==> src/sv/ipq_pkg.sv <==
// package for the indexed priority task queue
// shared widths, request and status codes and the entry and payload structs
// no dependencies
`default_nettype none

package ipq_pkg;

  localparam int unsigned TID_W  = 20;
  localparam int unsigned UID_W  = 20;
  localparam int unsigned PRIO_W = 32;
  localparam int unsigned REQ_W  = 2;
  localparam int unsigned STAT_W = 2;

  // request codes
  localparam logic [REQ_W-1:0] REQ_ADD    = 2'd0;
  localparam logic [REQ_W-1:0] REQ_EDIT   = 2'd1;
  localparam logic [REQ_W-1:0] REQ_REMOVE = 2'd2;
  localparam logic [REQ_W-1:0] REQ_EXEC   = 2'd3;

  // status codes
  localparam logic [STAT_W-1:0] ST_DONE = 2'd0;
  localparam logic [STAT_W-1:0] ST_MISS = 2'd1;
  localparam logic [STAT_W-1:0] ST_FULL = 2'd2;

  // one table entry as stored in the memory
  typedef struct packed {
    logic              vld;
    logic [TID_W-1:0]  tid;
    logic [UID_W-1:0]  uid;
    logic [PRIO_W-1:0] prio;
  } entry_t;

  localparam int unsigned ENTRY_W = $bits(entry_t);

  // latched request
  typedef struct packed {
    logic [REQ_W-1:0]  req_type;
    logic [TID_W-1:0]  tid;
    logic [UID_W-1:0]  uid;
    logic [PRIO_W-1:0] prio;
  } req_t;

  // outcome of comparing one entry against the request and the running best
  typedef struct packed {
    logic match;
    logic empty;
    logic better;
  } cmp_res_t;

endpackage

`default_nettype wire

==> src/sv/ipq_mem.sv <==
// task table memory: one write port, one read port with registered read data
// depends on ipq_pkg for the entry type
`default_nettype none

module ipq_mem #(
  parameter int unsigned DEPTH = 64,
  parameter int unsigned AW    = 6
) (
  input  wire logic                 clk_i,
  input  wire logic                 we_i,
  input  wire logic [AW-1:0]        waddr_i,
  input  wire ipq_pkg::entry_t      wdata_i,
  input  wire logic [AW-1:0]        raddr_i,
  output ipq_pkg::entry_t           rdata_o
);

  ipq_pkg::entry_t mem_q [DEPTH];

  // write port
  always_ff @(posedge clk_i) begin
    if (we_i) begin
      mem_q[waddr_i] <= wdata_i;
    end
  end

  // registered read port
  always_ff @(posedge clk_i) begin
    rdata_o <= mem_q[raddr_i];
  end

endmodule

`default_nettype wire

==> config.mk <==
export PLATFORM = sky130hd
export DESIGN_NAME = ipq_mem
export DESIGN_NICKNAME = d
export VERILOG_FILES = /design/src/sv/ipq_pkg.sv /design/src/sv/ipq_mem.sv
export SDC_FILE = /design/constraint.sdc
export NUM_CORES = 2
export LEC_CHECK = 0
export ABC_AREA = 0
export BUFFER_PORTS_ARGS = -buffer_cell sky130_fd_sc_hd__buf_2
export CAP_MARGIN = 15
export CELL_PAD_IN_SITES_DETAIL_PLACEMENT = 2
export CELL_PAD_IN_SITES_GLOBAL_PLACEMENT = 2
export CORE_MARGIN = 2
export CORE_UTILIZATION = 50
export DETAILED_ROUTE_END_ITERATION = 7
export PLACE_DENSITY = 0.88
export SLEW_MARGIN = 20
export SYNTH_ARGS = -nofsm -noshare
export SYNTH_HDL_FRONTEND = slang
export SYNTH_MEMORY_MAX_BITS = 65536
export SYNTH_SLANG_ARGS = --single-unit
==> constraint.sdc <==
create_clock -name clk_i -period 16.1 [get_ports clk_i]
set_input_delay 3.22 -clock clk_i [delete_from_list [all_inputs] [get_ports clk_i]]
set_output_delay 3.22 -clock clk_i [all_outputs]
set_load 0.02 [all_outputs]
==> results.json, run 1 <==
{
  "status": "aborted with a tool error",
  "haltStage": "3_5_place_dp",
  "stop_error": "[ERROR DPL-0033] detailed placement checks failed during check placement.",
  "die_h_um": 600,
  "post-synth-top-area-fraction": 0.790,
  "gp_congestion": 0.806,
  "synthTopCellsByArea": "edfxtp_1, mux4_2, o22ai_1",
  "syn_avg_cell_area_um2": 23.4,
  "yosysTopAreaCell": "edfxtp_1",
  "yosys.cell_types.count": 39,
  "start_util": 0.503,
  "synth.net_count": 7672,
  "yosys_warnings": 0,
  "netlist_area_um2": 178000,
  "ys_ff_latch": 4745,
  "dp_hpwl_um": 511000,
  "portBuffers": 159,
  "die_x_um": 600,
  "num_rows": 218,
  "synth-seq-area-share": 0.798,
  "pin_count": 160,
  "netlist_instances": 7585
}
==> cells in the mapped netlist (all sizes together) <==
cell,n
or3,1
a311oi,1
nand2,31
and2,3
o22ai,385
nor2b,91
or2,6
clkbuf,214
mux4,1109
nor2,89
or3b,1
and2b,1
o22a,59
buf,225
o221a,1
nand2b,9
a31oi,14
dfxtp,73
nand3b,2
o21ai,15
nor3,106
mux2,2
nand4b,1
a21oi,19
a22oi,69
nand4,2
inv,1
o221ai,27
o211a,13
nand3,35
a211oi,114
edfxtp,4672
mux2i,135
nor4,59
==> cells by family after synthesis <==
kind of cell / share of synthesized area
DFF: 0.798
and+or+nand+nor: 0.0128
buffers and inverters: 0.0125
AOI/OAI and AO/OA: 0.0278
muxes: 0.148
==> per-stage QoR <==
| stage | area [um2] | worst slack [ns] | hold WS (ns) | std cells |
|---|---|---|---|---|
| after floorplan | 178000 | 6.84 | 0.694 | 7585 |
| after global placement | 184000 | 8.30 | 0.817 | 12200 |
==> run 2: changes to the inputs <==
--- a/config.mk
+++ b/config.mk
@@ -8,12 +8,10 @@
 export ABC_AREA = 0
 export BUFFER_PORTS_ARGS = -buffer_cell sky130_fd_sc_hd__buf_2
 export CAP_MARGIN = 15
-export CELL_PAD_IN_SITES_DETAIL_PLACEMENT = 2
-export CELL_PAD_IN_SITES_GLOBAL_PLACEMENT = 2
 export CORE_MARGIN = 2
-export CORE_UTILIZATION = 50
+export CORE_UTILIZATION = 35
 export DETAILED_ROUTE_END_ITERATION = 7
-export PLACE_DENSITY = 0.88
+export PLACE_DENSITY_LB_ADDON = 0.15
 export SLEW_MARGIN = 20
 export SYNTH_ARGS = -nofsm -noshare
 export SYNTH_HDL_FRONTEND = slang
==> results.json, run 2 <==
{
  "status": "finished clean",
  "fin_crit_sh": 0.423,
  "finalSetupViolations": 0,
  "p_switching_mw": 5.77,
  "fin_setup_tns_ns": 0,
  "crit_path_start": "raddr_i[0]",
  "cts_tree": "yes",
  "internal_power_mw": 20.6,
  "core_area_um2": 505000,
  "largest_register_ffs": 4672,
  "yosysTopAreaCell": "edfxtp_1",
  "ant_nets": 0,
  "final_common_cell": "edfxtp_1",
  "cts.repair.resized": 0,
  "cp_common_cell": "buf_4",
  "cpPeakStageDelay_ns": 0.81,
  "synth_most_common_cell": "edfxtp_1",
  "place_inst": 14300,
  "post_drt_wl_per_cell_um": 37.6,
  "yosys.cell_types.count": 39,
  "ys_ff_latch": 4745,
  "die_x_um": 716,
  "die_h_um": 716,
  "yosys-top-cells-count": "edfxtp_1, mux4_2, o22ai_1",
  "grt_overflow": 0,
  "worstPathArrival_ns": 7.75,
  "synth-edff-count": 4672,
  "endpoint_kind": "flip-flop",
  "reg2reg_setup_slack_ns": 14.09,
  "start_util": 0.351,
  "p_sw_frac": 0.219,
  "fillers": 44200,
  "drtIter0Drc": 11800,
  "netlist_area_um2": 178000,
  "gp_congestion": 0.750,
  "crit_chain": "buf_12 -> buf_4 -> buf_4 -> buf_4 -> mux4_2 -> nor2b_1 -> a211oi_1 -> nor2_1 -> o22a_1",
  "rsz0062_at_grt": "no",
  "grt_pass1_wl_um": 772000,
  "vias": 87800,
  "cts_buffer_depth": 4,
  "criticalPathCategory": "in2reg",
  "slew_violations": 0,
  "hold_viol_final": 0,
  "clockRootBuffer": "clkbuf_16",
  "portBuffers": 159,
  "start_kind": "primary input",
  "synthFlopType": "edfxtp_1",
  "grt_usage": 0.220,
  "pin_count": 160,
  "num_rows": 261,
  "p_clk_frac": 0.433,
  "worst_path_max_delay_cell": "buf_4",
  "layout_min_cycle_time_ns": 6.81,
  "h-tree-depth": 6,
  "clkTransAtPathRegs_ns": 0.06,
  "post-synth-top-area-fraction": 0.790,
  "regToRegStartpoint": "mem_q[38][24]$_DFFE_PP_",
  "drc": 0,
  "clkLatencyLatePin_ns": 1.06,
  "drive_above_1_share": 0.274,
  "dr.pass1.iters": 5,
  "ff2ff_path_depth": 4,
  "max_freq_ghz": 0.147,
  "required_ns": 17.04,
  "syn_avg_cell_area_um2": 23.4,
  "final_cell_mix": "edfxtp_1, mux4_2, clkbuf_16",
  "worstMarginPinSlew_ns": 1.22,
  "synth-seq-area-share": 0.798,
  "nNetsFinal": 8176,
  "synth.net_count": 7672,
  "yosys_warnings": 0,
  "area_growth_pct": 14.9,
  "grt_max_degree": 117,
  "largest-register": "mem_q",
  "p_per_area_nw_per_um2": 129,
  "p_seq_frac": 0.521,
  "cts_hold_buf": 0,
  "die_area_um2": 513000,
  "cp_max_fo": 82,
  "biggestRegsByFlops": "mem_q: 4672 flops, rdata_o: 73 flops",
  "via_per_inst": 5.75,
  "netlist_instances": 7585,
  "min_path_type": "reg2reg",
  "cts_setup_buffers": 0,
  "drv_cap": 0,
  "clock_skew_ns": 0.0358,
  "p_comb_frac": 0.046,
  "fin_util": 0.404,
  "slew_headroom": 0.187,
  "antenna_found_initial": 75,
  "p_leak_nw": 62.5,
  "routed_wl_um": 573000,
  "crit_end": "rdata_o[17]$_DFF_P_",
  "reg2reg_to": "rdata_o[24]$_DFF_P_",
  "synth-async-reset-ratio": 0,
  "cts_buffers": 519,
  "irDropWorstVdd_mv": 0.107,
  "final_cells": 15300,
  "dp_hpwl_um": 299000,
  "numClockSinks": 4745,
  "grt_pass1_vias": 88000,
  "synthTopCellsByArea": "edfxtp_1, mux4_2, o22ai_1"
}
==> run 2: cell counts after synthesis <==
No cell type changed its count.
==> run 2: cell families (layout without fill, tap and decap cells) <==
kind of cell	after synthesis	in the layout	share of synthesized area
other cells	0	66	0
simple gates	437	437	0.0128
buf+inv	440	1350	0.0125
compound gates	717	717	0.0278
mux	1246	1246	0.148
flops	4745	4745	0.798
==> run 2: how the worst min path moves through the flow <==
stage,cells after the start,start,slack [ns],endpoint
after floorplan,3,mem_q[4][72]$_DFFE_PP_,0.69,rdata_o[72]$_DFF_P_
after global placement,3,mem_q[0][72]$_DFFE_PP_,0.77,rdata_o[72]$_DFF_P_
after detailed placement,3,mem_q[4][72]$_DFFE_PP_,0.79,rdata_o[72]$_DFF_P_
after CTS,3,mem_q[4][72]$_DFFE_PP_,0.80,rdata_o[72]$_DFF_P_
after global routing,4,mem_q[46][32]$_DFFE_PP_,0.87,rdata_o[32]$_DFF_P_
final,3,mem_q[4][72]$_DFFE_PP_,0.80,rdata_o[72]$_DFF_P_
==> run 2: metrics by stage <==
step	hold WS [ns]	power (mW)	setup slack [ns]	instance area, um2
after floorplan	0.694	14.6	6.84	178000
after detailed placement	0.788	15.3	8.12	187000
final	0.796	26.4	9.29	204000
after global placement	0.770	15.2	7.88	187000
after global routing	0.867	27.1	8.92	204000
after CTS	0.799	26.6	9.29	204000
==> run 2: area by class of cell <==
cell class	count	area [um2]	share of cell area
sequential	4745	142000	0.695
multi-input combinational	2400	34200	0.168
clock buffer	684	14100	0.0690
tap	6706	8390	0.0411
timing repair buffer	422	3330	0.0163
clock inverter	243	2020	0.00990
antenna	66	165	0.000810
inverter	1	5.00	0.0000245
==> run 2: metal layers <==
metal | GRT usage | up-vias | wire [um]
met2 | 0.358 | 3876 | 277000
met4 | 0.0523 | 10 | 13500
met1 | 0.314 | 49200 | 241000
met3 | 0.0323 | 727 | 41700
met5 | 0 | - | 67
li1 | - | 34000 | -
==> run 2: power groups by stage <==
| stage | Clock [mW] | Combinational [mW] | Sequential [mW] |
|---|---|---|---|
| after floorplan | 0 | 0.629 | 14.0 |
| after detailed placement | 0 | 1.23 | 14.0 |
| after CTS | 11.6 | 1.23 | 13.8 |
| final | 11.4 | 1.21 | 13.8 |
| after global placement | 0 | 1.21 | 14.0 |
| after global routing | 12.1 | 1.29 | 13.8 |
==> run 2: critical path: cells and delay by family <==
kind / cells / cell delay [ns]
buffers and inverters: 4 / 2.87
muxes: 1 / 0.60
and+or+nand+nor: 2 / 0.25
AOI/OAI and AO/OA: 2 / 0.55
Note: power is estimated with default switching activity, not from simulation.
