File: config.mk
export PLATFORM = sky130hd
export DESIGN_NAME = ipq_cmp
export DESIGN_NICKNAME = d
export VERILOG_FILES = /design/src/sv/ipq_pkg.sv /design/src/sv/ipq_cmp.sv
export SDC_FILE = /design/constraint.sdc
export NUM_CORES = 1
export LEC_CHECK = 0
export BUFFER_PORTS_ARGS = -buffer_cell sky130_fd_sc_hd__buf_2
export CORE_ASPECT_RATIO = 1.75
export CORE_MARGIN = 2
export CORE_UTILIZATION = 39
export DETAILED_ROUTE_END_ITERATION = 8
export GPL_ROUTABILITY_DRIVEN = 0
export GPL_TIMING_DRIVEN = 0
export PLACE_DENSITY = 0.83
export SLEW_MARGIN = 15
export SYNTH_ARGS = -nofsm -noshare
export SYNTH_HDL_FRONTEND = slang
export SYNTH_SLANG_ARGS = --single-unit
File: constraint.sdc
create_clock -name vclk -period 1.9
set_input_delay 0.095 -clock vclk [all_inputs]
set_output_delay 0.095 -clock vclk [all_outputs]
set_load 0.02 [all_outputs]
File: src/sv/ipq_pkg.sv
// package for the indexed priority task queue
// shared widths, request and status codes and the entry and payload structs
// no dependencies
`default_nettype none

package ipq_pkg;

  localparam int unsigned TID_W  = 20;
  localparam int unsigned UID_W  = 20;
  localparam int unsigned PRIO_W = 32;
  localparam int unsigned REQ_W  = 2;
  localparam int unsigned STAT_W = 2;

  // request codes
  localparam logic [REQ_W-1:0] REQ_ADD    = 2'd0;
  localparam logic [REQ_W-1:0] REQ_EDIT   = 2'd1;
  localparam logic [REQ_W-1:0] REQ_REMOVE = 2'd2;
  localparam logic [REQ_W-1:0] REQ_EXEC   = 2'd3;

  // status codes
  localparam logic [STAT_W-1:0] ST_DONE = 2'd0;
  localparam logic [STAT_W-1:0] ST_MISS = 2'd1;
  localparam logic [STAT_W-1:0] ST_FULL = 2'd2;

  // one table entry as stored in the memory
  typedef struct packed {
    logic              vld;
    logic [TID_W-1:0]  tid;
    logic [UID_W-1:0]  uid;
    logic [PRIO_W-1:0] prio;
  } entry_t;

  localparam int unsigned ENTRY_W = $bits(entry_t);

  // latched request
  typedef struct packed {
    logic [REQ_W-1:0]  req_type;
    logic [TID_W-1:0]  tid;
    logic [UID_W-1:0]  uid;
    logic [PRIO_W-1:0] prio;
  } req_t;

  // outcome of comparing one entry against the request and the running best
  typedef struct packed {
    logic match;
    logic empty;
    logic better;
  } cmp_res_t;

endpackage

`default_nettype wire

File: src/sv/ipq_cmp.sv
// shared compare unit: checks one entry for id match, free slot and new best
// depends on ipq_pkg
`default_nettype none

module ipq_cmp (
  input  wire ipq_pkg::entry_t            entry_i,
  input  wire logic [ipq_pkg::TID_W-1:0]  tid_i,
  input  wire logic                       best_vld_i,
  input  wire logic [ipq_pkg::PRIO_W-1:0] best_prio_i,
  input  wire logic [ipq_pkg::TID_W-1:0]  best_tid_i,
  output ipq_pkg::cmp_res_t               res_o
);

  logic prio_gt;
  logic prio_eq;
  logic tid_gt;

  // priority order with ties to the higher id
  assign prio_gt = entry_i.prio > best_prio_i;
  assign prio_eq = entry_i.prio == best_prio_i;
  assign tid_gt  = entry_i.tid > best_tid_i;

  assign res_o.match  = entry_i.vld && (entry_i.tid == tid_i);
  assign res_o.empty  = !entry_i.vld;
  assign res_o.better = entry_i.vld && (!best_vld_i || prio_gt || (prio_eq && tid_gt));

endmodule

`default_nettype wire

# Word-level counts from Yosys, hierarchy flattened
# Cells that the tools add are included.
# Widths: inputs -> output; s select.
[op_classes] order_cmp=2 n_eq_ne=2 n_reduce_logical=7
[ops] operator="$eq 32x32->1" count=1
[ops] operator="$gt 32x32->1" count=1
[ops] operator="$eq 20x20->1" count=1
[ops] operator="$gt 20x20->1" count=1
[ops] operator="$logic_and 1x1->1" count=3
[ops] operator="$logic_not 1->1" count=2
[ops] operator="$logic_or 1x1->1" count=2
[word_totals] input_bits=146 wordCells=11 reg_bits=0 out_inout_bits=3

# Longest topological paths before layout
# Gate-level depths: netlist of the first run.
[depth] ltp_word=4 ltp_mapped=8

# Least setup slack after synthesis of the first run
# OpenSTA, ideal clock, no wires.
[synth_timing] path_type="input to output" start="in best_prio_i[9] (netlist bit)" end="out res_o[0] (netlist bit)" t_arrival_ns=1.449 stages=7 n_path_buf=0 slack_ns=0.356 required_time_ns=1.805 path_cell_list="inv_1 -> ha_1 -> nand4_2 -> or3_4 -> o41ai_2 -> o311ai_1 -> o21ai_1"
[synth_rtl] element="from (decl)" line="ipq_cmp.sv:9" source="input wire logic [ipq_pkg::PRIO_W-1:0] best_prio_i,"
[synth_rtl] element="to (decl)" line="ipq_cmp.sv:11" source="output ipq_pkg::cmp_res_t res_o"

==> results of run 1 <==
-- layer usage --
layer / vias to the layer above / part of all wire, % / wire (um) / GRT usage (%)
li1: 1030 / - / - / -
met1: 893 / 31 / 1590 / 16.2
met2: 88 / 59 / 3020 / 45.0
met3: 10 / 7.6 / 387 / 2.90
met4: 0 / 2.1 / 106 / 3.83
met5: - / 0 / 0 / 0
-- metrics by stage --
step,setup slack [ns],hold WS (ns),TNS [ns],area [um2],instances
3_5_place_dp,0.0368,0.535,0,2280,396
6_report,0.0803,0.556,0,2560,402
5_1_grt,-0.00785,0.598,-0.00785,2560,402
3_3_place_gp,0.0804,0.532,0,2280,396
4_1_cts,0.0339,0.535,0,2280,396
2_1_floorplan,0.356,0.274,0,1570,219
-- logic make-up (layout without fill, tap and decap cells) --
| kind of cell | count (synthesis) | count (layout) | share of synthesized area [%] |
|---|---|---|---|
| buffers and inverters | 55 | 190 | 13.1 |
| adder cells (fa/ha/maj) | 52 | 52 | 41.4 |
| AND/OR/NAND/NOR | 51 | 51 | 17.7 |
| AO/OA/AOI/OAI | 41 | 41 | 16.7 |
| XOR/XNOR | 20 | 20 | 11.1 |
-- placed cells by master (no fill, tap or decap), types with 10 or more instances in the layout --
cell type	Yosys	routed
nand2_1	10	10
inv_1	55	48
buf_2	0	123
ha_4	0	11
a21oi_1	20	18
nand4_1	10	10
ha_1	52	41
xor2_1	16	16
-- worst min-delay path, stage by stage --
cell	delay, ns
buf_2	0.14
inv_1	0.06
buf_2	0.16
-- where the power goes --
group	switching, mW	internal (mW)	leakage, nW	total, mW
combinational	0.246	0.278	1.46	0.523
sequential	0	0	0	0
clock	0	0	0	0
-- final cells by class --
type               count  area [um2]  share of cell area, %
repair buffers       135         724                   28.3
well taps             48        60.1                   2.35
multi-input cells    164        1570                   61.3
inverters             55         206                   8.07
-- worst max path at each step --
| stage | to | slack [ns] |
|---|---|---|
| final | res_o[0] | 0.08 |
| after global routing | res_o[0] | -0.008 |
| after CTS | res_o[0] | 0.03 |
| after detailed placement | res_o[0] | 0.04 |
| after global placement | res_o[0] | 0.08 |
| after floorplan | res_o[0] | 0.36 |
-- timing repair --
item | in CTS | in global routing
setup endpoints to repair | 0 | 1
hold endpoints to repair | 0 | 0
resized for setup | 0 | 35
setup buffers | 0 | 6
hold buffers | 0 | 0
==> summary.txt, run 1 <==
DP HPWL = 4.33 mm
Tot GR Track Use = 19.8%
CP delay by family, top = compound AO/OA/AOI/OAI gates
fin nets = 554
Avg WL per Cell = 12.7 um
WP data required = 1.80 ns
FF/Latch Area = 0 um2
Setup Viol. Count Final = 0
CP max stage delay = 0.41 ns
Routed WL = 5.11 mm
Worst Hold Path EP = res_o[1]
Setup CP Type = in -> out
status = completed
FMAX = 0.550 GHz
synth warn = 0
worst path cell trace = buf_2 -> inv_1 -> ha_4 -> nand4_4 -> or3_4 -> o41ai_4 -> o311ai_2 -> o21ai_1 -> buf_4
maximum vdd drop = 0.0980 mV
Die W = 52.0 um
Tcrit/Tclk final = 95.8%
first-pass GRT wire length = 7.29 mm
Layout fillers = 328
Seq cells = 0
die height = 88.0 um
minimum clock period = 1.82 ns
fin util = 66.2%
pin count of the biggest net entering global routing = 5
Fin. Hold Viols = 0
DR vias/cell = 5.03
Max-Slew Margin vs Limit = 78.1%
Hold Startpoint = entry_i[72]
DR vias = 2,021
Gate Count Post-Synth = 219
DRC viols = 0
WP depth = 9
Worst Setup SP = best_prio_i[15]
post-synth top area share = 41.4%
top cells by area, synth = ha_1 41%, inv_1 13%, xor2_1 8.9%, a21oi_1 6.4%, nand4_1 4.0%
Worst Tran Pin Value = 0.326 ns
core area = 3870 um2
synth cell count leaders = 55 x inv_1, 52 x ha_1, 20 x a21oi_1
# rows = 30
Area Growth Syn to Fin = 62.7%
Pre-Repair DR Iteration Count = 4
Worst Hold Class = in -> out
hold path depth = 3
initial drt markers = 17
layout cells sized above 1 = 46.6%
register area share after synthesis = 0%
cell taking the most area after synthesis = ha_1
Worst Path Arrival = 1.72 ns
CP Buf/Inv Count = 3
clkbuf count = 0
Congestion Overflow GR = 0
MaxCap Viol Count = 0
CP Max Fanout = 2
Crit. End Element = output port
slowest CP cell = or3_4
CP Launch Type = input port
final max-slew violation count = 0
initial antenna violation count = 0
Total Power = 0.523 mW
Yosys cell types = 29
Routed Antenna Nets = 0
Initial Util = 40.7%
die area = 4580 um2
top-count cell post-synth = inv_1
Pwr per Cell Area = 204 nW/um2
vias in the first global route = 2,004
cell area after synthesis = 1570 um2
Pleak = 1.46 nW
IO Count = 149
Mean Syn Cell Area = 7.18 um2
Mapped Nets = 417
n_diodes = 0
Port Buf Inserts = 129
No activity file was read; power rests on OpenSTA's default activity.
==> run 2, diff against run 1 <==
Settings changed: ABC_AREA set to 1, CORE_ASPECT_RATIO 1.75 to 1.25, CORE_UTILIZATION 39 to 41, PLACE_DENSITY 0.83 to 0.84.
==> run 2 against run 1 <==
Effect of this change: via count grew 9.3%; die area grew 3.8%; first-iteration DRC count grew to 2.8 times the previous value.
==> summary.txt, run 2 <==
Yosys cell types = 24 (-17%)
die height = 76.6 um (-13%)
mux share of post-synthesis cell area = 0% (unchanged)
Port Buf Inserts = 129 (unchanged)
DR vias/cell = 4.65 (-7.5%)
minimum clock period = 1.64 ns (-0.183 ns)
Layout Cells excl Fill = 475 (+18%)
post_cts resized = 0 (unchanged)
most frequent cells in the layout = 129 x buf_2, 82 x inv_1, 63 x nand2_1
Die W = 62.0 um (+19%)
CP Launch Type = input port
top-count cell post-synth = inv_1
Compound-Gate Fraction of Synth Area = 14.9% (-1.8 points)
Total Power = 0.461 mW (-12%)
xor/xnor share of the synthesized area = 3.55% (-7.6 points)
n_diodes = 0 (unchanged)
Avg WL per Cell = 9.69 um (-24%)
Worst Hold Class = in -> out
CP Max Fanout = 2 (unchanged)
Worst Tran Pin Value = 0.267 ns (-0.0589 ns)
Area Growth Syn to Fin = 41.4%
initial drt markers = 48 (+31)
fin nets = 619 (+12%)
commonest non-fill, non-tap cell in the layout = buf_2
Max-Slew Margin vs Limit = 82.2% (+4.1 points)
DP HPWL = 4.43 mm (+2.5%)
die area = 4750 um2 (+3.8%)
FF/Latch Area = 0 um2 (unchanged)
CP max stage delay = 0.29 ns (-0.12 ns)
Synth Area in Simple Gates = 26.0% (+8.4 points)
Routed Antenna Nets = 0 (unchanged)
Crit. End Element = output port
cell area after synthesis = 1730 um2 (+9.8%)
synth cell count leaders = 82 x inv_1, 63 x nand2_1, 52 x ha_1
top cells by area, synth = ha_1 38%, inv_1 18%, nand2_1 14%, a21oi_1 6.1%, nor2_1 5.2%
Seq cells = 0 (unchanged)
Gate Count Post-Synth = 290 (+32%)
post-synth top area share = 37.7% (-3.7 points)
Pleak = 1.67 nW (+14%)
maximum vdd drop = 0.0978 mV (-0.25%)
Mean Syn Cell Area = 5.95 um2 (-17%)
cell taking the most area after synthesis = ha_1
DRC viols = 0 (unchanged)
Tot GR Track Use = 19.1% (-0.72 points)
WP data required = 1.80 ns (about the same)
setup repair bufs after CTS = 0 (unchanged)
IO Count = 149 (unchanged)
Post-CTS Hold Buffers = 0 (unchanged)
pin count of the biggest net entering global routing = 4 (-1)
initial antenna violation count = 0 (unchanged)
MaxCap Viol Count = 0 (unchanged)
largest family of logic cells by synthesized area = adder cells
vias in the first global route = 2,102 (+4.9%)
Routed WL = 4.60 mm (-9.9%)
Setup CP Type = in -> out
first-pass GRT wire length = 7.49 mm (+2.6%)
Setup Viol. Count Final = 0 (unchanged)
status = completed
DR vias = 2,208 (+9.3%)
adder-cell share of the synthesized area = 37.7% (-3.7 points)
final max-slew violation count = 0 (unchanged)
placed instance count = 475 (+20%)
synth warn = 0 (unchanged)
most used cell, CP = nand2_1
Sum Neg Setup Slack = 0 ns (unchanged)
Pwr per Cell Area = 189 nW/um2 (-7.8%)
Mapped Nets = 488 (+17%)
core area = 4070 um2 (+5.2%)
# rows = 26 (-13%)
unrepaired setup endpoints after global routing = false
layout cells sized above 1 = 33.7% (-13 points)
Worst Setup SP = entry_i[71]
Tcrit/Tclk final = 86.1% (-9.6 points)
FMAX = 0.611 GHz (+11%)
Initial Util = 42.5% (+1.8 points)
register area share after synthesis = 0% (unchanged)
Worst Path Arrival = 1.54 ns (-0.18 ns)
Congestion Overflow GR = 0 (unchanged)
clkbuf count = 0 (unchanged)
worst path cell trace = buf_2 -> ha_1 -> nand2_1 -> nor2_1 -> nand2_1 -> nor2_2 -> nand2_1 -> nand3_1 -> a21oi_1 -> a21oi_1 -> buf_2
slowest CP cell = ha_1
Pre-Repair DR Iteration Count = 4 (unchanged)
Critical Path End = res_o[0]
Fin. Hold Viols = 0 (unchanged)
==> run 2: worst max-delay path: cells and delay by family <==
kind / cells / cell delay (ns)
AO/OA/AOI/OAI: 2 / 0.21
buffers and inverters: 2 / 0.30
adder cells (fa/ha/maj): 1 / 0.29
AND/OR/NAND/NOR: 6 / 0.65
==> run 2: kinds of logic (layout without fill, tap and decap cells) <==
kind of cell | Yosys count | in the layout
compound gates | 43 | 43
xor+xnor | 7 | 7
fa+ha+maj | 52 | 52
buf+inv | 82 | 211
simple gates | 106 | 106
==> run 2: worst min-delay path by stage <==
stage	start	endpoint	slack, ns	cells after the start
2_1_floorplan	entry_i[72]	res_o[1]	0.27	1
3_3_place_gp	entry_i[72]	res_o[1]	0.49	3
3_5_place_dp	entry_i[72]	res_o[1]	0.48	3
4_1_cts	entry_i[72]	res_o[1]	0.49	3
5_1_grt	entry_i[72]	res_o[1]	0.50	3
6_report	entry_i[72]	res_o[1]	0.48	3
==> run 2: cell type report <==
class	instances	area [um2]
fillers	382	1620
multi-input cells	208	1420
repair buffers	129	646
inverters	82	308
well taps	56	70.1
==> run 2: through the flow <==
stage / worst slack [ns] / cell area [um2] / hold slack (ns) / utilization (%)
3_3_place_gp: 0.231 / 2440 / 0.494 / 60.1
3_5_place_dp: 0.271 / 2440 / 0.483 / 60.1
5_1_grt: 0.157 / 2440 / 0.500 / 60.1
2_1_floorplan: 0.463 / 1730 / 0.274 / -
6_report: 0.263 / 2440 / 0.481 / 60.1
4_1_cts: 0.260 / 2440 / 0.486 / 60.1
==> run 2: routing by layer <==
| layer | track usage, % | up-vias | wire length, um |
|---|---|---|---|
| li1 | - | 1173 | - |
| met1 | 19.9 | 919 | 1720 |
| met5 | 0 | - | 0 |
| met3 | 1.70 | 10 | 356 |
| met2 | 37.8 | 106 | 2420 |
| met4 | 4.26 | 0 | 102 |
==> run 2: report_power, final <==
part / internal, mW / switching [mW] / total [mW]
combinational: 0.232 / 0.228 / 0.461
clock: 0 / 0 / 0
sequential: 0 / 0 / 0
==> run 3, diff against run 2 <==
Settings changed: RECOVER_POWER set to 25.
==> run 3 against run 2 <==
Effect of this change: utilization barely moved; wire length barely moved; largest cell class unchanged; non-clock buffer count did not move; maximum frequency barely moved; sequential share of layout area did not move; first-iteration DRC count did not move; largest power group unchanged; die area did not move; count of clock-buffer cells in the layout did not move.
==> summary.txt, run 3 (synthesized netlist as in run 2, its figures left out) <==
MaxCap Viol Count = 0 (unchanged)
hold path depth = 3 (unchanged)
Routed WL = 4.60 mm (about the same)
met2 GRT Util = 37.8% (unchanged)
Sum Neg Setup Slack = 0 ns (unchanged)
initial antenna violation count = 0 (unchanged)
setup repair bufs after CTS = 0 (unchanged)
Fin. Hold Viols = 0 (unchanged)
Routed Antenna Nets = 0 (unchanged)
P_int = 0.232 mW (-0.13%)
commonest non-fill, non-tap cell in the layout = buf_2
Pwr per Cell Area = 189 nW/um2 (about the same)
minimum clock period = 1.64 ns (-0.0000210 ns)
die area = 4750 um2 (unchanged)
n_diodes = 0 (unchanged)
Area Growth Syn to Fin = 41.4% (about the same)
clkbuf count = 0 (unchanged)
CP Launch Type = input port
DP HPWL = 4.43 mm (unchanged)
maximum vdd drop = 0.0978 mV (about the same)
Gate power share = 100.0% (about the same)
Worst Tran Pin Value = 0.267 ns (unchanged)
most frequent cells in the layout = 128 x buf_2, 82 x inv_1, 63 x nand2_1
FMAX = 0.611 GHz (about the same)
core area = 4070 um2 (unchanged)
Tot GR Track Use = 19.1% (unchanged)
Crit. End Element = output port
initial drt markers = 48 (unchanged)
Initial Util = 42.5% (unchanged)
sw power = 0.228 mW (about the same)
Worst Hold Slack = 0.492 ns (+0.0111 ns)
final instance area = 2440 um2 (about the same)
Avg WL per Cell = 9.69 um (about the same)
Pleak = 1.66 nW (-0.16%)
IO Count = 149 (unchanged)
fin nets = 619 (unchanged)
Die W = 62.0 um (unchanged)
CP Max Fanout = 2 (unchanged)
met3 GRT Util = 1.70% (unchanged)
status = completed
WP data required = 1.80 ns (about the same)
Max-Slew Margin vs Limit = 82.2% (unchanged)
unrepaired setup endpoints after global routing = false
DP Area = 2440 um2 (unchanged)
vias in the first global route = 2,102 (unchanged)
Flop pwr share = 0% (unchanged)
DRC viols = 0 (unchanged)
Congestion Overflow GR = 0 (unchanged)
Seq cells = 0 (unchanged)
Clock Power Share = 0% (unchanged)
Worst Hold Class = in -> out
Port Buf Inserts = 129 (unchanged)
layout cells sized above 1 = 33.4% (-0.24 points)
pin count of the biggest net entering global routing = 4 (unchanged)
first-pass GRT wire length = 7.49 mm (unchanged)
Critical Path End = res_o[0]
post_cts resized = 0 (unchanged)
# rows = 26 (unchanged)
die height = 76.6 um (unchanged)
Top Usage Layer GRT = met2
Multi-input gate area = 1420 um2 (unchanged)
DR vias = 2,208 (unchanged)
Setup Viol. Count Final = 0 (unchanged)
FF/Latch Area = 0 um2 (unchanged)
Worst Path Arrival = 1.54 ns (about the same)
Layout fillers = 383 (+0.26%)
Tcrit/Tclk final = 86.1% (about the same)
final max-slew violation count = 0 (unchanged)
Worst Setup SP = entry_i[71]
met1 GRT Util = 19.9% (unchanged)
DR vias/cell = 4.65 (unchanged)
Pre-Repair DR Iteration Count = 4 (unchanged)
Post-CTS Hold Buffers = 0 (unchanged)
Switching Share = 49.6% (about the same)
Setup CP Type = in -> out
[run 3: worst min path at each step]
| stage | slack, ns | from | endpoint |
|---|---|---|---|
| after floorplan | 0.27 | entry_i[72] | res_o[1] |
| after global placement | 0.49 | entry_i[72] | res_o[1] |
| after detailed placement | 0.48 | entry_i[72] | res_o[1] |
| after CTS | 0.49 | entry_i[72] | res_o[1] |
| after global routing | 0.52 | entry_i[72] | res_o[1] |
| final | 0.49 | entry_i[72] | res_o[1] |
[run 3: worst max-delay path, stage by stage]
cell and delay (ns):
buf_2 0.11, ha_1 0.29, nand2_1 0.08, nor2_1 0.14, nand2_1 0.09, nor2_2 0.18, nand2_1 0.08, nand3_1 0.08
a21oi_1 0.06, a21oi_1 0.15, buf_2 0.19
[run 3: final cells by class]
cell class / instances / share of cell area (%)
repair buffers: 129 / 26.4
inverters: 82 / 12.6
well taps: 56 / 2.87
multi-input cells: 208 / 58.1
[run 3: per-layer routing]
layer	share of wire, %	wire (um)	vias up
met2	53	2420	106
met4	2.2	102	0
met1	37	1720	919
li1	-	-	1173
met5	0	0	-
met3	7.8	358	10
[run 3: stage by stage]
stage / setup WS [ns] / util [%] / total power, mW / cells
finish: 0.263 / 60.0 / 0.460 / 475
global route: 0.157 / 60.0 / 0.541 / 475
floorplan: 0.463 / - / 0.261 / 290
CTS: 0.260 / 60.1 / 0.467 / 475
detailed placement: 0.271 / 60.1 / 0.464 / 475
global placement: 0.231 / 60.1 / 0.447 / 475
[run 3: power groups by stage]
stage | Combinational (mW) | Sequential (mW) | Clock [mW]
2_1_floorplan | 0.261 | 0 | 0
3_3_place_gp | 0.447 | 0 | 0
3_5_place_dp | 0.464 | 0 | 0
4_1_cts | 0.467 | 0 | 0
5_1_grt | 0.541 | 0 | 0
6_report | 0.460 | 0 | 0
